**src/rtl/core/thx_pkg.sv**
```systemverilog
// Shared types, constants and hex helpers for the tilde hex escape codec.
// No dependencies.
`default_nettype none

package thx_pkg;

  localparam logic [7:0] TILDE      = 8'h7E;
  localparam logic [7:0] PASS_LO    = 8'h20;
  localparam logic [7:0] PASS_HI    = 8'h7D;
  localparam logic [7:0] CH_0       = 8'h30;
  localparam logic [7:0] CH_9       = 8'h39;
  localparam logic [7:0] CH_LA      = 8'h61;
  localparam logic [7:0] CH_LF      = 8'h66;
  localparam logic [7:0] CH_UA      = 8'h41;
  localparam logic [7:0] CH_UF      = 8'h46;
  localparam logic [3:0] NIB_TEN    = 4'd10;
  localparam logic [4:0] HEX_BAD    = 5'd16;

  // configuration register indexes
  localparam logic       REG_MODE   = 1'b0;

  localparam logic       MODE_ENC   = 1'b0;
  localparam logic       MODE_DEC   = 1'b1;

  typedef enum logic [1:0] {
    PH_IDLE  = 2'd0,
    PH_TILDE = 2'd1,
    PH_HIGH  = 2'd2
  } phase_t;

  typedef logic [1:0] res_cnt_t;

  function automatic logic [7:0] hex_lower(input logic [3:0] v);
    logic [7:0] r;
    if (v < NIB_TEN) r = CH_0 + {4'd0, v};
    else             r = CH_LA + {4'd0, v - NIB_TEN};
    return r;
  endfunction

  // digit value, or HEX_BAD if not a hex digit
  function automatic logic [4:0] hex_value(input logic [7:0] c);
    logic [7:0] d;
    d = 8'd0;
    if (c >= CH_0 && c <= CH_9) begin
      d = c - CH_0;
    end else if (c >= CH_LA && c <= CH_LF) begin
      d = c - CH_LA + {4'd0, NIB_TEN};
    end else if (c >= CH_UA && c <= CH_UF) begin
      d = c - CH_UA + {4'd0, NIB_TEN};
    end else begin
      d = {3'd0, HEX_BAD};
    end
    return d[4:0];
  endfunction

endpackage

`default_nettype wire

```
**src/rtl/core/thx_if.sv**
```systemverilog
// Valid/ready channel interfaces for the codec's input and result beats.
// No dependencies.
`default_nettype none

interface thx_in_if;
  logic       valid;
  logic       ready;
  logic [7:0] in_byte;
  logic       in_last;

  modport source (output valid, output in_byte, output in_last, input ready);
  modport sink   (input valid, input in_byte, input in_last, output ready);
endinterface

interface thx_out_if;
  logic       valid;
  logic       ready;
  logic [7:0] out_byte;
  logic       run_last;
  logic       buffer_end;
  logic       decode_error;

  modport source (output valid, output out_byte, output run_last, output buffer_end,
                  output decode_error, input ready);
  modport sink   (input valid, input out_byte, input run_last, input buffer_end,
                  input decode_error, output ready);
endinterface

`default_nettype wire

```
**src/rtl/core/tilde_hex_escape_codec.sv**
```systemverilog
// Top level of the tilde hex escape codec: decode state, result buffer, APB register.
// Depends on thx_pkg and the channel interfaces in thx_if.sv.
`default_nettype none

// Usage
//   in_if  : input beats (in_byte, in_last), accepted when valid && ready.
//   out_if : result beats (out_byte, run_last, buffer_end, decode_error).
//   cfg_*  : APB-style port, one register (mode) at address 0; pready tied high.
//            Write mode only while the codec is idle; a write clears decode state.
// Latency: a result beat is presented the cycle after its input beat is taken.
// Throughput: each input beat is converted in one pass into a three-entry result
//   buffer, which drains one beat per cycle while out_if.ready is high. Pass-through
//   and decoded bytes run at one input beat per cycle under that condition; an
//   escaped byte in encode mode waits on its three result beats. The next input beat
//   is taken while the final result beat of the previous one is being handed over.
// Decode beats that produce no result (a '~', a first digit, dropped bytes) leave
//   the buffer empty, so in_if.ready stays high.
// Stall: with the receiver holding ready low the buffer holds its beats and
//   in_if.ready stays low for as long as any result beat is waiting.
// Reset: synchronous, active low; mode returns to encode, decode state and the
//   buffer are cleared. No clearing pass is needed.

module tilde_hex_escape_codec (
  input  wire        clk,
  input  wire        rst_n,
  thx_in_if.sink     in_if,
  thx_out_if.source  out_if,
  input  wire        cfg_psel,
  input  wire        cfg_penable,
  input  wire        cfg_pwrite,
  input  wire [2:0]  cfg_paddr,
  input  wire [31:0] cfg_pwdata,
  output logic [31:0] cfg_prdata,
  output logic       cfg_pready
);
  import thx_pkg::*;

  // register state
  logic       mode_r;
  phase_t     phase_r, phase_nxt;
  logic [3:0] hi_r, hi_nxt;
  logic       disc_r, disc_nxt;

  // result buffer: slot 0 is the beat on show
  logic [7:0] slot_r [3];
  res_cnt_t   cnt_r;
  logic       be_r;
  logic       err_r;

  // per-beat conversion results
  res_cnt_t   res_cnt;
  logic [7:0] res_b [3];
  logic       res_be;
  logic       res_err;

  logic       accept, pop, cfg_wr_mode;
  logic [4:0] dig;

  // register index is the word address
  assign cfg_wr_mode = cfg_psel && cfg_penable && cfg_pwrite && cfg_pready &&
                       (cfg_paddr[2] == REG_MODE);
  assign cfg_pready  = 1'b1;
  assign cfg_prdata  = (cfg_paddr[2] == REG_MODE) ? {31'd0, mode_r} : 32'd0;

  // new beat may land as the last buffered beat leaves
  assign in_if.ready = (cnt_r == 2'd0) || ((cnt_r == 2'd1) && out_if.ready);
  assign accept      = in_if.valid && in_if.ready;
  assign pop         = out_if.valid && out_if.ready;
  assign dig         = hex_value(in_if.in_byte);

  // next decode state
  always_comb begin
    phase_nxt = phase_r;
    hi_nxt    = hi_r;
    disc_nxt  = disc_r;
    if (cfg_wr_mode) begin
      phase_nxt = PH_IDLE;
      hi_nxt    = 4'd0;
      disc_nxt  = 1'b0;
    end else if (accept && mode_r == MODE_DEC) begin
      if (disc_r) begin
        if (in_if.in_last) disc_nxt = 1'b0;
      end else begin
        unique case (phase_r) inside
          PH_TILDE, PH_HIGH: begin
            if (dig == HEX_BAD) begin
              phase_nxt = PH_IDLE;
              hi_nxt    = 4'd0;
              disc_nxt  = !in_if.in_last;
            end else if (phase_r == PH_TILDE) begin
              if (in_if.in_last) begin
                phase_nxt = PH_IDLE;
                hi_nxt    = 4'd0;
              end else begin
                phase_nxt = PH_HIGH;
                hi_nxt    = dig[3:0];
              end
            end else begin
              phase_nxt = PH_IDLE;
              hi_nxt    = 4'd0;
            end
          end
          default: begin
            // idle: a '~' opens an escape unless the buffer ends on it
            phase_nxt = PH_IDLE;
            if (in_if.in_byte == TILDE) begin
              if (in_if.in_last) hi_nxt = 4'd0;
              else               phase_nxt = PH_TILDE;
            end
          end
        endcase
      end
    end
  end

  // results of the beat on the input
  always_comb begin
    res_cnt  = 2'd0;
    res_b[0] = in_if.in_byte;
    res_b[1] = 8'd0;
    res_b[2] = 8'd0;
    res_be   = in_if.in_last;
    res_err  = 1'b0;
    if (mode_r == MODE_ENC) begin
      if (in_if.in_byte >= PASS_LO && in_if.in_byte <= PASS_HI) begin
        res_cnt = 2'd1;
      end else begin
        res_cnt  = 2'd3;
        res_b[0] = TILDE;
        res_b[1] = hex_lower(in_if.in_byte[7:4]);
        res_b[2] = hex_lower(in_if.in_byte[3:0]);
      end
    end else if (!disc_r) begin
      unique case (phase_r) inside
        PH_TILDE, PH_HIGH: begin
          if (dig == HEX_BAD || (phase_r == PH_TILDE && in_if.in_last)) begin
            res_cnt  = 2'd1;
            res_b[0] = 8'd0;
            res_be   = 1'b1;
            res_err  = 1'b1;
          end else if (phase_r == PH_HIGH) begin
            res_cnt  = 2'd1;
            res_b[0] = {hi_r, dig[3:0]};
          end
        end
        default: begin
          if (in_if.in_byte == TILDE) begin
            if (in_if.in_last) begin
              // buffer ends on a bare '~'
              res_cnt  = 2'd1;
              res_b[0] = 8'd0;
              res_be   = 1'b1;
              res_err  = 1'b1;
            end
          end else begin
            res_cnt = 2'd1;
          end
        end
      endcase
    end
  end

  always_ff @(posedge clk) begin
    if (!rst_n) begin
      mode_r  <= MODE_ENC;
      phase_r <= PH_IDLE;
      hi_r    <= 4'd0;
      disc_r  <= 1'b0;
      cnt_r   <= 2'd0;
    end else begin
      if (cfg_wr_mode) mode_r <= cfg_pwdata[0];
      phase_r <= phase_nxt;
      hi_r    <= hi_nxt;
      disc_r  <= disc_nxt;
      if (accept)   cnt_r <= res_cnt;
      else if (pop) cnt_r <= cnt_r - 2'd1;
    end
  end

  // payload, no reset
  always_ff @(posedge clk) begin
    if (accept) begin
      slot_r[0] <= res_b[0];
      slot_r[1] <= res_b[1];
      slot_r[2] <= res_b[2];
      be_r      <= res_be;
      err_r     <= res_err;
    end else if (pop) begin
      slot_r[0] <= slot_r[1];
      slot_r[1] <= slot_r[2];
    end
  end

  assign out_if.valid        = (cnt_r != 2'd0);
  assign out_if.out_byte     = slot_r[0];
  assign out_if.run_last     = (cnt_r == 2'd1);
  assign out_if.buffer_end   = (cnt_r == 2'd1) && be_r;
  assign out_if.decode_error = err_r;

endmodule

`default_nettype wire

```
**src/flat_wrapper.sv**
```systemverilog
// flat-port wrapper written by rule: the top's interface ports become plain ports
module tilde_hex_escape_codec_flat import thx_pkg::*;
  (clk, rst_n, cfg_psel, cfg_penable, cfg_pwrite, cfg_paddr, cfg_pwdata, cfg_prdata, cfg_pready, in_if_valid, in_if_in_byte, in_if_in_last, in_if_ready, out_if_valid, out_if_out_byte, out_if_run_last, out_if_buffer_end, out_if_decode_error, out_if_ready);
  thx_in_if in_if_i ();
  thx_out_if out_if_i ();
  input  wire clk;
  input  wire rst_n;
  input  wire cfg_psel;
  input  wire cfg_penable;
  input  wire cfg_pwrite;
  input  wire [2:0] cfg_paddr;
  input  wire [31:0] cfg_pwdata;
  output logic [31:0] cfg_prdata;
  output logic cfg_pready;
  input wire logic [$bits(in_if_i.valid)-1:0] in_if_valid;
  input wire logic [$bits(in_if_i.in_byte)-1:0] in_if_in_byte;
  input wire logic [$bits(in_if_i.in_last)-1:0] in_if_in_last;
  output wire logic [$bits(in_if_i.ready)-1:0] in_if_ready;
  output wire logic [$bits(out_if_i.valid)-1:0] out_if_valid;
  output wire logic [$bits(out_if_i.out_byte)-1:0] out_if_out_byte;
  output wire logic [$bits(out_if_i.run_last)-1:0] out_if_run_last;
  output wire logic [$bits(out_if_i.buffer_end)-1:0] out_if_buffer_end;
  output wire logic [$bits(out_if_i.decode_error)-1:0] out_if_decode_error;
  input wire logic [$bits(out_if_i.ready)-1:0] out_if_ready;
  assign in_if_i.valid = in_if_valid;
  assign in_if_i.in_byte = in_if_in_byte;
  assign in_if_i.in_last = in_if_in_last;
  assign in_if_ready = in_if_i.ready;
  assign out_if_valid = out_if_i.valid;
  assign out_if_out_byte = out_if_i.out_byte;
  assign out_if_run_last = out_if_i.run_last;
  assign out_if_buffer_end = out_if_i.buffer_end;
  assign out_if_decode_error = out_if_i.decode_error;
  assign out_if_i.ready = out_if_ready;
  tilde_hex_escape_codec u_core (.clk(clk), .rst_n(rst_n), .in_if(in_if_i), .out_if(out_if_i), .cfg_psel(cfg_psel), .cfg_penable(cfg_penable), .cfg_pwrite(cfg_pwrite), .cfg_paddr(cfg_paddr), .cfg_pwdata(cfg_pwdata), .cfg_prdata(cfg_prdata), .cfg_pready(cfg_pready));
endmodule
```
**config.mk**
```make
export PLATFORM = sky130hd
export DESIGN_NAME = tilde_hex_escape_codec_flat
export DESIGN_NICKNAME = d
export VERILOG_FILES = /design/src/rtl/core/thx_pkg.sv /design/src/rtl/core/thx_if.sv /design/src/rtl/core/tilde_hex_escape_codec.sv /design/src/flat_wrapper.sv
export SDC_FILE = /design/constraint.sdc
export NUM_CORES = 1
export LEC_CHECK = 0
export BUFFER_PORTS_ARGS = -buffer_cell sky130_fd_sc_hd__buf_2
export CORE_MARGIN = 2
export CORE_UTILIZATION = 29
export CTS_CLUSTER_SIZE = 10
export DETAILED_ROUTE_END_ITERATION = 6
export HOLD_SLACK_MARGIN = 0.1
export PLACE_DENSITY_LB_ADDON = 0.2
export SETUP_SLACK_MARGIN = 0.3
export SLEW_MARGIN = 15
export SYNTH_ARGS = -nofsm -noshare
export SYNTH_HDL_FRONTEND = slang
export SYNTH_SLANG_ARGS = --single-unit
```
**constraint.sdc**
```tcl
create_clock -name clk -period 4.2 [get_ports clk]
set_clock_uncertainty 0.15 [all_clocks]
set_input_delay 1.26 -clock clk [delete_from_list [all_inputs] [get_ports clk]]
set_output_delay 1.26 -clock clk [all_outputs]
set_load 0.01 [all_outputs]
```
==> results of run 1 <==
## kinds of logic (layout without fill, tap and decap cells)
| kind of cell | count (synthesis) | in the layout | synth area share (%) |
|---|---|---|---|
| other | 2 | 32 | 0.257 |
| buffers and inverters | 75 | 67 | 15.9 |
| DFF | 34 | 34 | 31.5 |
| muxes | 4 | 4 | 1.37 |
| AOI/OAI and AO/OA | 93 | 93 | 24.5 |
| and+or+nand+nor | 86 | 86 | 15.9 |
| xor gates and xnor gates | 7 | 7 | 2.09 |
| adders and majority gates | 20 | 20 | 8.55 |
## worst max path at each step
stage                     cells past startpoint                   to  slack (ns)
after global placement                        8  u_core.slot_r[0][7]        0.27
after detailed placement                      8  u_core.slot_r[0][7]        0.26
after CTS                                     8  u_core.slot_r[0][7]        0.56
after global routing                          8  u_core.slot_r[0][7]        0.41
after floorplan                              10  u_core.slot_r[0][7]        0.58
final                                         8  u_core.slot_r[0][7]        0.52
## layer usage
| layer | track usage, % | up-vias |
|---|---|---|
| met5 | 0 | - |
| met4 | 4.73 | 0 |
| met3 | 2.44 | 10 |
| met2 | 21.4 | 95 |
| met1 | 19.1 | 1096 |
| li1 | - | 1137 |
## layout make-up
type / instances / area, sq um
Sequential cell: 34 / 921
Tap cell: 133 / 166
Clock inverter: 2 / 10.0
Clock buffer: 6 / 72.6
Fill cell: 1061 / 6670
Timing Repair Buffer: 37 / 200
Multi-Input combinational cell: 242 / 1660
Inverter: 22 / 82.6
## registers in the layout, indices dropped and copies added (netlist names)
signal	count
u_core.phase_r	2
u_core.hi_r	4
u_core.out_if.decode_error	1
u_core.slot_r	22
u_core.cnt_r	2
u_core.be_r	1
u_core.mode_r	1
u_core.disc_r	1
## stage by stage
stage	cells	power (uW)	utilization [%]
finish	476	1270	31.8
CTS	476	1290	31.8
detailed placement	468	1050	31.0
global placement	468	1040	31.0
global route	476	1360	31.8
floorplan	351	932	-
## cell usage in the layout, fill, tap and decap left out, drive strengths merged, types with 3 or more instances in the layout
cell     count
buf         37
nor3         4
a22o         3
a21oi       18
nand3        7
mux2i        4
nand4b       3
and2         4
a21o         6
a31oi        9
o21ai       22
edfxtp      24
xnor2        5
nor2        21
ha          20
nand2       30
nor2b        3
inv         20
a211oi       6
clkinv       4
dfxtp       10
a2111oi      3
a21boi       3
nand4        3
o31ai        4
conb        32
clkbuf       6
## worst max-delay path, stage by stage
cell,delay (ns)
buf_2,0.24
ha_1,0.27
or3b_1,0.55
a21o_4,0.27
o211ai_4,0.14
and3_1,0.45
nand4b_4,0.14
a211oi_2,0.30
## where the power goes
part / switching (uW) / internal, uW
clock network: 121 / 115
registers: 31.9 / 500
logic: 325 / 179
==> reports/results.ini, run 1 <==
[worst_hold_path]
holdPathStages=2
whs_endpoint=u_core.hi_r[0]
hp-class=reg -> reg
min_from=u_core.hi_r[0]

[detailed_routing]
drt-met1-wl_mm=3.41
routed_wl_mm=7.32
avgViaCountPerCell=4.91
dr.max_layer_used=met4
vias=2338
drtIter0Drc=199
wire_per_inst_um=15.4
dr_wl_met3_um=456
drt.antenna.violating_nets=0
dr_wl_met2_mm=3.32
first_pass_iters=5
drc=0

[floorplan]
die-height_um=104
chipWidth_um=104
die_area_sq_mm=0.0109
num_io_pins=97
core_area_sq_mm=0.00977
initial_core_util_pct=30.0
rows=36

[global_routing]
grt_usage_pct=13.8
grt_max_degree=21
antenna_found_initial=0
grt_pass1_wl_mm=11.9
grt-ovfl-total=0
first_global_vias=2152

[critical_path]
required_ns=4.15
start_kind=input port
reg2reg_slack_ns=1.70
r2r-start=u_core.cnt_r[0]
critPathMaxFanout=10
rr_endpoint=u_core.hi_r[1]
arrival_ns=3.63
critical_path.endpoint_type=flop
critical_path_class=in -> reg
crit_path_start=in_if_in_byte[4]
ff2ff_path_depth=8

[clocking]
cts-buffers-inserted=5
cts_hold_buffers=0
cts_tree=built
cts.clk_slew.worst_paths_ns=0.07
clk_path_buf_depth=2
cts_htree_levels=2
root_buffer=clkbuf_8
clk_latency_ns=0.29
cts-resized-gates=0
cts.sinks=34
post-cts-setup-buffers=0

[outcome]
outcome=completed

[place]
hpwl_mm=5.49
port_buffers=31
dpl-instance-area_sq_mm=0.00303
dp_slack_ns=0.259
place_congestion=0.851

[synthesis]
synth_seq_cells=34
synth_top_area_share_pct=24.6
synth_area_per_cell_sq_um=9.12
synth.distinct_cells=69
synthesis.instances=321
ys_seq_area_share_pct=31.5
async_reset_ff_share_pct=0
synthTopCellsByArea=edfxtp_1, buf_4, ha_1
synth_area_leader_cell=edfxtp_1
yosysWarningCount=0
synth_edf_count=24
synth_ff_type=edfxtp_1
syn_area_sq_mm=0.00293
yosys.cell_count.top_type=buf_4
synth_common_cells=buf_4, nand2_1, edfxtp_1

[sta]
fmax_ghz=0.272
timing.final.ws_setup_ns=0.522
tns_ns=0
finalHoldViolCount=0
fin_crit_sh_pct=87.6
finalMaxSlewViolations=0
tightestPinTransition_ns=0.588
hold_slack_ns=0.316
slew_headroom_pct=60.6
setup_viol=0
rsz0062_at_grt=false
period_needed_ns=3.68

[run]
maxCapViolCount=0

[power_and_ir_drop]
power_density_mw_per_mm2=409
leakage_uw=0.00127
peakVddDrop_mv=0.145

[finish]
fin_nets=413
post-route-cell-area_sq_mm=0.00311
insertedDiodeCount=0
syn_to_final_growth_pct=6.15
drive_above_1_share_pct=18.7

Note: power is estimated with default switching activity, not from simulation.
==> run 2, diff against run 1 <==
--- a/config.mk
+++ b/config.mk
@@ -12,6 +12,7 @@
 export DETAILED_ROUTE_END_ITERATION = 6
 export HOLD_SLACK_MARGIN = 0.1
 export PLACE_DENSITY_LB_ADDON = 0.2
+export RECOVER_POWER = 50
 export SETUP_SLACK_MARGIN = 0.3
 export SLEW_MARGIN = 15
 export SYNTH_ARGS = -nofsm -noshare
==> reports/results.ini, run 2 (synthesis gave the netlist of run 1 again) <==
[outcome]
outcome=completed

[finish]
post-route-cell-area_sq_mm=0.00309
fin_nets=413
regMostFlops=u_core.slot_r
syn_to_final_growth_pct=5.47
largest_register_ffs=22
stdcell_count=476
reg_top3=u_core.slot_r x22, u_core.hi_r x4
final_common_cell=conb_1
insertedDiodeCount=0
mostFrequentLayoutCells=conb_1, nand2_1, edfxtp_1, buf_2
drive_above_1_share_pct=15.2

[sta]
fin_crit_sh_pct=87.9
slew_headroom_pct=40.5
tns_ns=0
tightestPinTransition_ns=0.893
period_needed_ns=3.69
finalHoldViolCount=0
setup_viol=0
timing.final.ws_setup_ns=0.508
finalMaxSlewViolations=0
rsz0062_at_grt=false
fmax_ghz=0.271

[clocking]
cts-resized-gates=0
cts.sinks=34
cts_tree=built
root_buffer=clkbuf_8
cts_htree_levels=2
cts_hold_buffers=0
cts-buffers-inserted=5
cts.clk_slew.worst_paths_ns=0.07
clk_path_buf_depth=2
clk_latency_ns=0.29
post-cts-setup-buffers=0

[critical_path]
critical_path_class=in -> reg
critical_path.endpoint_type=flop
start_kind=input port
rr_endpoint=u_core.slot_r[0][0]
r2r-start=u_core.cnt_r[0]
critPathMaxFanout=10
required_ns=4.14
ff2ff_path_depth=9
reg2reg_slack_ns=1.31
arrival_ns=3.63

[place]
place_inst=468
dp_slack_ns=0.259
place_congestion=0.851
hpwl_mm=5.49
port_buffers=31
dpl-instance-area_sq_mm=0.00303

[floorplan]
die_area_sq_mm=0.0109
num_io_pins=97
die-height_um=104
rows=36
chipWidth_um=104
initial_core_util_pct=30.0
core_area_sq_mm=0.00977

[detailed_routing]
drt.antenna.violating_nets=0
drc=0
first_pass_iters=4
routed_wl_mm=7.31
wire_per_inst_um=15.4
vias=2291
drtIter0Drc=210
avgViaCountPerCell=4.81

[worst_hold_path]
min_from=u_core.hi_r[0]
whs_endpoint=u_core.hi_r[0]
hp-class=reg -> reg
holdPathStages=2

[run]
maxCapViolCount=0

[global_routing]
antenna_found_initial=0
grt_usage_pct=13.8
grt_max_degree=21
first_global_vias=2152
grt-ovfl-total=0
grt_pass1_wl_mm=11.9

[power_and_ir_drop]
power_density_mw_per_mm2=407
leakage_uw=0.00123
peakVddDrop_mv=0.144

-- run 2: cell type report --
cell class,instances,area [sq um]
clock inverter,2,10.0
tap,133,166
clock buffer,6,72.6
inverter,22,82.6
multi-input combinational,242,1660
timing repair buffer,37,180
sequential,34,921
fill,1069,6690
-- run 2: worst max path at each step --
stage / start / endpoint / slack, ns / cells past startpoint
after CTS: in_if_in_byte[4] / u_core.slot_r[0][7] / 0.56 / 8
after global routing: in_if_in_byte[4] / u_core.slot_r[0][7] / 0.40 / 8
final: in_if_in_byte[4] / u_core.slot_r[0][7] / 0.51 / 8
after global placement: in_if_in_byte[4] / u_core.slot_r[0][7] / 0.27 / 8
after floorplan: in_if_in_byte[1] / u_core.slot_r[0][7] / 0.58 / 10
after detailed placement: in_if_in_byte[4] / u_core.slot_r[0][7] / 0.26 / 8
-- run 2: power breakdown --
group          switching [uW]  internal, uW  total [uW]
logic                     324           162         486
clock network             121           115         236
registers                33.2           501         535
-- run 2: metal layers --
layer	up-vias	share of wire, %	track usage [%]	routed length [um]
met1	1066	47	19.1	3440
met4	0	1.7	4.73	123
met2	83	46	21.4	3330
met5	-	0	0	0
met3	8	5.8	2.44	425
li1	1134	-	-	-
-- run 2: metrics by stage --
| stage | util [%] | power (uW) | hold WS [ns] |
|---|---|---|---|
| finish | 31.6 | 1260 | 0.316 |
| global route | 31.6 | 1340 | 0.328 |
| CTS | 31.8 | 1290 | 0.318 |
| detailed placement | 31.0 | 1050 | 0.308 |
| global placement | 31.0 | 1040 | 0.291 |
| floorplan | - | 932 | 0.275 |
-- run 2: critical path, stage by stage --
cell,delay [ns]
buf_2,0.24
ha_1,0.27
or3b_1,0.55
a21o_4,0.27
o211ai_4,0.14
and3_1,0.46
nand4b_4,0.13
a211oi_2,0.30
==> run 3, diff against run 2 <==
==> constraint.sdc (replaced) <==
create_clock -name clk -period 4.1 [get_ports clk]
set_clock_uncertainty 0.15 [all_clocks]
set_input_delay 1.23 -clock clk [delete_from_list [all_inputs] [get_ports clk]]
set_output_delay 1.23 -clock clk [all_outputs]
set_load 0.01 [all_outputs]
==> reports/results.ini, run 3 (synthesis gave the netlist of run 1 again) <==
[finish]
fill_cells=1079
regMostFlops=u_core.slot_r
insertedDiodeCount=0
mostFrequentLayoutCells=conb_1, nand2_1, edfxtp_1, buf_2
reg_top3=u_core.slot_r x22, u_core.hi_r x4
largest_register_ffs=22
fin_nets=416
post-route-cell-area_sq_mm=0.00313
syn_to_final_growth_pct=6.84
drive_above_1_share_pct=15.9
final_core_util_pct=32.0
final_common_cell=conb_1

[place]
place_congestion=0.824
dpl-instance-area_sq_mm=0.00305
hpwl_mm=5.66
dp_slack_ns=0.205
port_buffers=31

[sta]
slew_headroom_pct=35.6
setup_viol=0
rsz0062_at_grt=false
hold_slack_ns=0.308
period_needed_ns=3.58
finalMaxSlewViolations=0
fin_crit_sh_pct=87.4
tns_ns=0
tightestPinTransition_ns=0.965
timing.final.ws_setup_ns=0.518
finalHoldViolCount=0
fmax_ghz=0.279

[global_routing]
grt-ovfl-total=0
first_global_vias=2200
grt_usage_pct=13.8
grt_pass1_wl_mm=12.0
antenna_found_initial=0
grt_max_degree=21

[outcome]
outcome=completed

[detailed_routing]
drt.antenna.violating_nets=0
first_pass_iters=4
routed_wl_mm=7.42
drc=0
wire_per_inst_um=15.5
drtIter0Drc=128
avgViaCountPerCell=4.85
vias=2322

[clocking]
post-cts-setup-buffers=0
cts.clk_slew.worst_paths_ns=0.07
cts.sinks=34
clk_path_buf_depth=2
cts_hold_buffers=0
cts-buffers-inserted=5
cts_tree=built
clk_latency_ns=0.29
root_buffer=clkbuf_8
cts-resized-gates=0
cts_htree_levels=2

[critical_path]
worstSetupEndpoint=u_core.slot_r[0][7]
rr_endpoint=u_core.slot_r[0][0]
arrival_ns=3.54
start_kind=input port
crit_path_start=in_if_in_byte[4]
critPathMaxFanout=10
reg2reg_slack_ns=1.23
ff2ff_path_depth=9
critical_path.endpoint_type=flop
critical_path_class=in -> reg
r2r-start=u_core.cnt_r[0]
required_ns=4.06

[floorplan]
die-height_um=104
core_area_sq_mm=0.00977
chipWidth_um=104
rows=36
die_area_sq_mm=0.0109
initial_core_util_pct=30.0
num_io_pins=97

[run]
maxCapViolCount=0

[worst_hold_path]
hp-class=reg -> reg

[power_and_ir_drop]
leakage_uw=0.00125
peakVddDrop_mv=0.173
power_density_mw_per_mm2=424

## run 3: worst min path at each step
stage / startpoint / endpoint / slack, ns / cells past startpoint
floorplan: u_core.hi_r[0] / u_core.hi_r[0] / 0.28 / 2
global placement: u_core.hi_r[0] / u_core.hi_r[0] / 0.29 / 2
detailed placement: u_core.hi_r[0] / u_core.hi_r[0] / 0.30 / 2
CTS: u_core.hi_r[0] / u_core.hi_r[0] / 0.31 / 2
global route: u_core.hi_r[0] / u_core.hi_r[0] / 0.34 / 2
finish: u_core.hi_r[0] / u_core.hi_r[0] / 0.31 / 2
## run 3: critical path: stages
cell,delay (ns)
buf_2,0.24
ha_1,0.27
or3b_1,0.55
a21o_4,0.28
o211ai_4,0.14
and3_1,0.43
nand4b_4,0.13
a211oi_2,0.26
## run 3: layout make-up
class / count / area, sq um / area share [%]
clock buffer: 7 / 96.3 / 3.08
clock inverter: 1 / 3.75 / 0.120
inverter: 22 / 82.6 / 2.64
multi-input combinational: 242 / 1660 / 52.9
sequential: 34 / 921 / 29.4
tap: 133 / 166 / 5.32
timing repair buffer: 40 / 203 / 6.48
## run 3: metrics by stage
stage,total power [uW],std cells
floorplan,955,351
global placement,1070,471
detailed placement,1070,471
CTS,1350,479
global route,1410,479
finish,1330,479
## run 3: report_power, final
| part | switching, uW | internal (uW) | leakage, uW |
|---|---|---|---|
| clock | 126 | 151 | 0.0000519 |
| combinational | 334 | 167 | 0.000890 |
| sequential | 34.3 | 514 | 0.000313 |
| total | 494 | 832 | 0.00125 |
## run 3: layer usage
metal  vias up  global-route usage (%)  part of all wire, %
met1      1105                    19.2                   49
met3         8                    2.01                  4.1
met4         0                    4.63                  1.4
li1       1142                       -                    -
met5         -                       0                    0
met2        67                    21.8                   46
